`src/design/crs_pkg.sv`:
```
// Package: shared types, constants and codes of the cumulative redundant input sender.
package crs_pkg;

    localparam int HISTORY_DEPTH = 128;
    localparam int MAX_INPUTS    = 32;
    localparam int HEADER_BYTES  = 24;
    localparam int SLOT_W        = $clog2(HISTORY_DEPTH);
    localparam int CNT_W         = $clog2(MAX_INPUTS + 1);

    localparam logic [1:0] ACT_RECORD  = 2'd0;
    localparam logic [1:0] ACT_SEND    = 2'd1;
    localparam logic [1:0] ACT_RECEIVE = 2'd2;
    localparam logic [1:0] ACT_QUERY   = 2'd3;

    localparam logic [1:0] KIND_HEADER = 2'd0;
    localparam logic [1:0] KIND_WORD   = 2'd1;
    localparam logic [1:0] KIND_REPORT = 2'd2;
    localparam logic [1:0] KIND_ANSWER = 2'd3;

    localparam logic [2:0] ST_OK        = 3'd0;
    localparam logic [2:0] ST_BUF_SMALL = 3'd1;
    localparam logic [2:0] ST_BAD_MAGIC = 3'd2;
    localparam logic [2:0] ST_BAD_PHASE = 3'd3;
    localparam logic [2:0] ST_SHORT     = 3'd4;
    localparam logic [2:0] ST_TOO_MANY  = 3'd5;

    localparam logic [1:0] REG_SESSION = 2'd0;
    localparam logic [1:0] REG_BUFFER  = 2'd1;
    localparam logic [1:0] REG_MAGIC   = 2'd2;
    localparam logic [1:0] REG_PHASE   = 2'd3;

    typedef enum logic [2:0] {
        S_IDLE, S_EXEC, S_PLAN, S_OUT, S_READ, S_WORD
    } crs_state_t;

    typedef struct packed {
        logic [1:0]  action;
        logic [31:0] frame_number;
        logic [15:0] input_word;
        logic [7:0]  desync_byte;
        logic [31:0] timing_value;
        logic [31:0] pkt_magic;
        logic [7:0]  pkt_phase;
        logic [31:0] pkt_frame;
        logic [31:0] pkt_last_confirmed;
        logic [7:0]  pkt_input_count;
        logic [15:0] pkt_length;
    } crs_in_t;

    typedef struct packed {
        logic [1:0]  kind;
        logic [2:0]  status;
        logic [31:0] frame_out;
        logic [31:0] confirm_out;
        logic [7:0]  count_out;
        logic [15:0] word_out;
        logic [15:0] session_out;
        logic [7:0]  desync_out;
        logic [31:0] timing_out;
        logic        confirmed_flag;
        logic        last;
    } crs_out_t;

    // controller -> datapath
    typedef struct packed {
        logic load;      // capture input item
        logic exec;      // record / receive / compute send plan
        logic plan;      // compute count and buffer check
        logic head;      // build first result
        logic rd;        // issue history read for current index
        logic word;      // build word result from read data
        logic adv;       // step to older frame
    } crs_cmd_t;

    // datapath -> controller
    typedef struct packed {
        logic [1:0] action;
        logic       send_abort;   // buffer below a header
        logic       send_err;     // packet over the buffer
        logic       more;         // words remain to send
    } crs_sts_t;

endpackage

```
`src/design/crs_controller.sv`:
```
// Controller: sequences one item through record, plan, header and word results.
module crs_controller import crs_pkg::*; (
    input  logic     aclk,
    input  logic     aresetn,
    input  logic     in_fire,
    output logic     in_ready,
    output logic     out_valid,
    input  logic     out_ready,
    input  crs_sts_t sts,
    output crs_cmd_t cmd
);

    crs_state_t state_reg, state_next;

    always_ff @(posedge aclk) begin
        if (!aresetn) state_reg <= S_IDLE;
        else          state_reg <= state_next;
    end

    always_comb begin
        state_next = state_reg;
        cmd        = '0;
        in_ready   = 1'b0;
        out_valid  = 1'b0;
        unique case (state_reg)
            S_IDLE: begin
                in_ready = 1'b1;
                if (in_fire) begin
                    cmd.load   = 1'b1;
                    state_next = S_EXEC;
                end
            end
            S_EXEC: begin
                cmd.exec = 1'b1;
                if (sts.action == ACT_RECORD) state_next = S_IDLE;
                else if (sts.action == ACT_SEND && !sts.send_abort) state_next = S_PLAN;
                else begin
                    cmd.head   = 1'b1;
                    state_next = S_OUT;
                end
            end
            S_PLAN: begin
                cmd.plan   = 1'b1;
                state_next = S_READ;
            end
            S_READ: begin
                // builds the send header once the plan is done
                cmd.head   = 1'b1;
                state_next = S_OUT;
            end
            S_OUT: begin
                out_valid = 1'b1;
                if (out_ready) begin
                    if (sts.action == ACT_SEND && !sts.send_abort && !sts.send_err &&
                        sts.more) begin
                        cmd.rd     = 1'b1;
                        cmd.adv    = 1'b1;
                        state_next = S_WORD;
                    end else begin
                        state_next = S_IDLE;
                    end
                end
            end
            S_WORD: begin
                cmd.word   = 1'b1;
                state_next = S_OUT;
            end
            default: state_next = S_IDLE;
        endcase
    end

endmodule

```
`config.mk`:
```
export PLATFORM = sky130hd
export DESIGN_NAME = crs_controller
export DESIGN_NICKNAME = d
export VERILOG_FILES = /design/src/design/crs_pkg.sv /design/src/design/crs_controller.sv
export SDC_FILE = /design/constraint.sdc
export NUM_CORES = 1
export LEC_CHECK = 0
export BUFFER_PORTS_ARGS = -buffer_cell sky130_fd_sc_hd__buf_2
export CAP_MARGIN = 20
export CORE_AREA = 2 2 39 41
export DETAILED_ROUTE_END_ITERATION = 12
export DIE_AREA = 0 0 41 43
export PLACE_DENSITY = 0.5
export REMOVE_ABC_BUFFERS = 1
export SKIP_LAST_GASP = 1
export SLEW_MARGIN = 20
export SYNTH_ARGS = -nofsm -noshare
export SYNTH_HDL_FRONTEND = slang
export SYNTH_SLANG_ARGS = --single-unit
```
`constraint.sdc`:
```
create_clock -name aclk -period 1.5 [get_ports aclk]
set_input_delay 0.3 -clock aclk [delete_from_list [all_inputs] [get_ports aclk]]
set_output_delay 0.3 -clock aclk [all_outputs]
set_load 0.02 [all_outputs]
```
# Word level (Yosys, flattened, before mapping)
# Cells that the tools add are included.
# Widths: inputs -> output; s select.
[word_totals]
wordCells = 37
ff_bits = 3
input_bits = 9
out_inout_bits = 9
[op_classes]
n_mux = 19
n_eq_ne = 8
reduce_logical = 9
[op_table]
columns = ["operator", "count"]
rows = [
  ["$pmux 3 s5", 1],
  ["$mux 1", 13],
  ["$mux 3", 4],
  ["$eq 3x2->1 const B", 2],
  ["$eq 3x3->1 const B", 2],
  ["$ne 2x2->1 const B", 2],
  ["$eq 3x1->1 const B", 1],
  ["$logic_and 1x1->1", 3],
  ["$logic_not 3->1", 1],
  ["$eq 2x1->1 const B", 1],
  ["$logic_not 1->1", 2],
  ["$logic_not 2->1", 1],
  ["$pmux 1 s2", 1],
  ["$reduce_and 2->1", 1],
  ["$reduce_or 2->1", 1],
]

# Logic depth before layout (Yosys ltp)
[depth]
word_depth = 7
depth_mapped = 5
mapped_depth_nobuf = 4

# Worst setup path after synthesis
# OpenSTA, ideal clock, no wires.
[synth_path]
path_kind = "reg2out"
startpoint = "reg state_reg[0]"
endpoint = "out cmd[2] (netlist bit)"
n_path_buf = 1
stages_incl_launch_ff = 5
setup_slack_ns = -0.168
arrival_time_ns = 1.368
path_cell_list = "dfxtp_1 -> nor2b_2 -> and2_1 -> and3_1 -> buf_4"
[synth_rtl]
columns = ["item", "line", "rtl"]
rows = [
  ["from (decl)", "crs_controller.sv:13", "crs_state_t state_reg, state_next;"],
  ["from (signal assigned)", "crs_controller.sv:17", "else state_reg <= state_next;"],
  ["to (decl)", "crs_controller.sv:10", "output crs_cmd_t cmd"],
]

==> results_dict.tcl <==
set metrics [dict create \
    clock_skew_ns 0.00170 \
    wl_per_cell_um 9.72 \
    grt_start_max_net_pins 11 \
    gr-usage-met1 0.122 \
    syn_area_um2 287 \
    grt_use_met3 0.0314 \
    area_growth_pct 55.0 \
    hold_buffers 0 \
    largest_reg_flops 3 \
    yosysSeqAreaShare 0.210 \
    grt_remaining_overflow 0 \
    synthTopCellsByArea "dfxtp_1, nor3_2, nor2_1" \
    ys_types 24 \
    drive_gt1_frac 0.567 \
    clk_latency_ns 0.23 \
    fin_cells 76 \
    worstPathRequired_ns 1.20 \
    cts_buffers 3 \
    leakagePower_nw 0.222 \
    cts_buffer_depth 2 \
    core_mm2 0.00138 \
    die_height_um 43 \
    clk_pin_slew_ns 0.04 \
    synth_top_area_cell "dfxtp_1" \
    grt_pass1_wl_mm 1.08 \
    hp-class "in2reg" \
    cp.arrival_ns 1.16 \
    drc 0 \
    htreeDepth 1 \
    antenna_found_initial 0 \
    clock_sinks 3 \
    critical_path.max_stage_delay_ns 0.37 \
    ctsRootBufferMaster "clkbuf_4" \
    drt_iter0_drc 7 \
    final.setup.tns_ns 0 \
    num_io_pins 18 \
    syn_avg_cell_area_um2 7.35 \
    initial_core_util 0.207 \
    worstSetupStartpointType "flip-flop" \
    placed_cells 71 \
    cp_max_fo 6 \
    pre_cts_slack_ns 0.103 \
    fill_cells 156 \
    path_cells "nor2b_4, and2_4, and3_4, buf_4" \
    grtUsageMet2 0.122 \
    cts_tree "yes" \
    dpl.hpwl_um 558 \
    power_density_mw_per_mm2 811 \
    crit_path_end_kind "output pin" \
    final_nets 70 \
    drv_cap 0 \
    setup_slack_ns 0.0424 \
    tightestPinTransition_ns 0.341 \
    die_w_um 41 \
    n_antenna_cell 0 \
    setup_violations 0 \
    cpMaxStageDelayCell "dfxtp_4" \
    post-route-min-period_ns 1.46 \
    vias 336 \
    slew_viol_final 0 \
    dieArea_mm2 0.00176 \
    synth-seq-cells 3 \
    grt_util_all_layers 0.0893 \
    portBuffers 17 \
    fmax_ghz 0.686 \
    critical_path_class "reg2out" \
    min_path_cells 3 \
    viasPerCell 4.42 \
    status "completed" \
    slew-limit-headroom 0.766 \
    final_util 0.321 \
    synthCells 39 \
    antenna_left 0 \
    gp_congestion 0.741 \
    synth.top_cell.area_share 0.210 \
    drtPass1Iterations 4 \
    wl_um 739 \
    r2r_cells 4 \
    rows 14 \
    grt_pass1_vias 269 \
    hold_viol 0 \
    fin_crit_sh 0.972 \
    yosys_warnings 0 \
    ir_worst_vdd_mv 0.281 \
    top_usage_layer "met2" \
]
-- cell usage after synthesis --
library cell,n
o22ai_1,1
nand2_1,1
a2111oi_0,1
nor2_1,5
buf_4,1
nor3_1,3
a21oi_1,3
and2_1,1
a221o_1,1
nor3_2,2
and3_1,1
inv_1,4
nand2b_1,1
o21ai_1,1
a31oi_1,1
nor3b_1,1
nor2b_2,1
nor2b_1,1
buf_6,1
a21o_2,1
and2_2,2
nand4bb_1,1
clkbuf_4,1
dfxtp_1,3
-- layout make-up --
class,count,area [um2],share of cell area
Multi-Input combinational cell,29,204,0.459
Timing Repair Buffer,20,113,0.254
Inverter,4,15.0,0.0338
Sequential cell,3,66.3,0.149
Clock buffer,4,26.3,0.0592
Tap cell,16,20.0,0.0451
-- timing repair --
action,4_1_cts,5_1_grt
gates resized for setup,5,6
pin swaps,0,1
endpoints found under the setup margin,5,5
setup buffers,0,1
-- stage by stage --
stage	total power, mW	hold slack [ns]	area (um2)
global placement	0.213	0.581	380
detailed placement	0.212	0.582	380
finish	0.360	0.343	444
global route	0.388	0.366	444
CTS	0.365	0.341	420
floorplan	0.169	0.448	260
-- per-layer routing --
metal	wire, um	share of wire
met1	366	0.50
met4	0	0
met5	0	0
met3	35	0.047
met2	337	0.46
-- placed cells by master, fill, tap and decap left out, types with 2 or more instances in the layout --
cell      netlist  routed
nor3_1          3       3
nor2_1          5       5
inv_1           4       4
a21oi_1         3       3
and2_2          2       2
buf_4           1       5
dfxtp_2         0       2
clkbuf_4        1       3
buf_2           0      14
-- power by group --
group	leakage [nW]	switching, mW	internal (mW)
registers	0.0261	0.0109	0.0864
clock network	0.0150	0.0396	0.0995
logic	0.181	0.0664	0.0575
-- critical path: cells and delay by family (launching register included) --
kind                   cells  cell delay [ns]
AND/OR/NAND/NOR            3             0.43
buffers and inverters      1             0.13
flip-flops                 1             0.37
-- worst paths after layout --
check / from / slack (ns) / endpoint
hold / removal: aresetn / 0.34 / state_reg[1]$_SDFFE_PN0P_
setup reg to reg: state_reg[2]$_SDFFE_PN0P_ / 0.24 / state_reg[2]$_SDFFE_PN0P_
hold reg to reg: state_reg[1]$_SDFFE_PN0P_ / 0.59 / state_reg[2]$_SDFFE_PN0P_
setup / recovery: state_reg[2]$_SDFFE_PN0P_ / 0.04 / cmd[2]
-- kinds of logic (layout without fill, tap and decap cells) --
group	count (synthesis)	after routing	synth area share
flip-flops	3	3	0.210
buffers and inverters	7	28	0.144
AND/OR/NAND/NOR	20	20	0.437
AO/OA/AOI/OAI	9	9	0.210
Power figures use the tool's default switching activity.
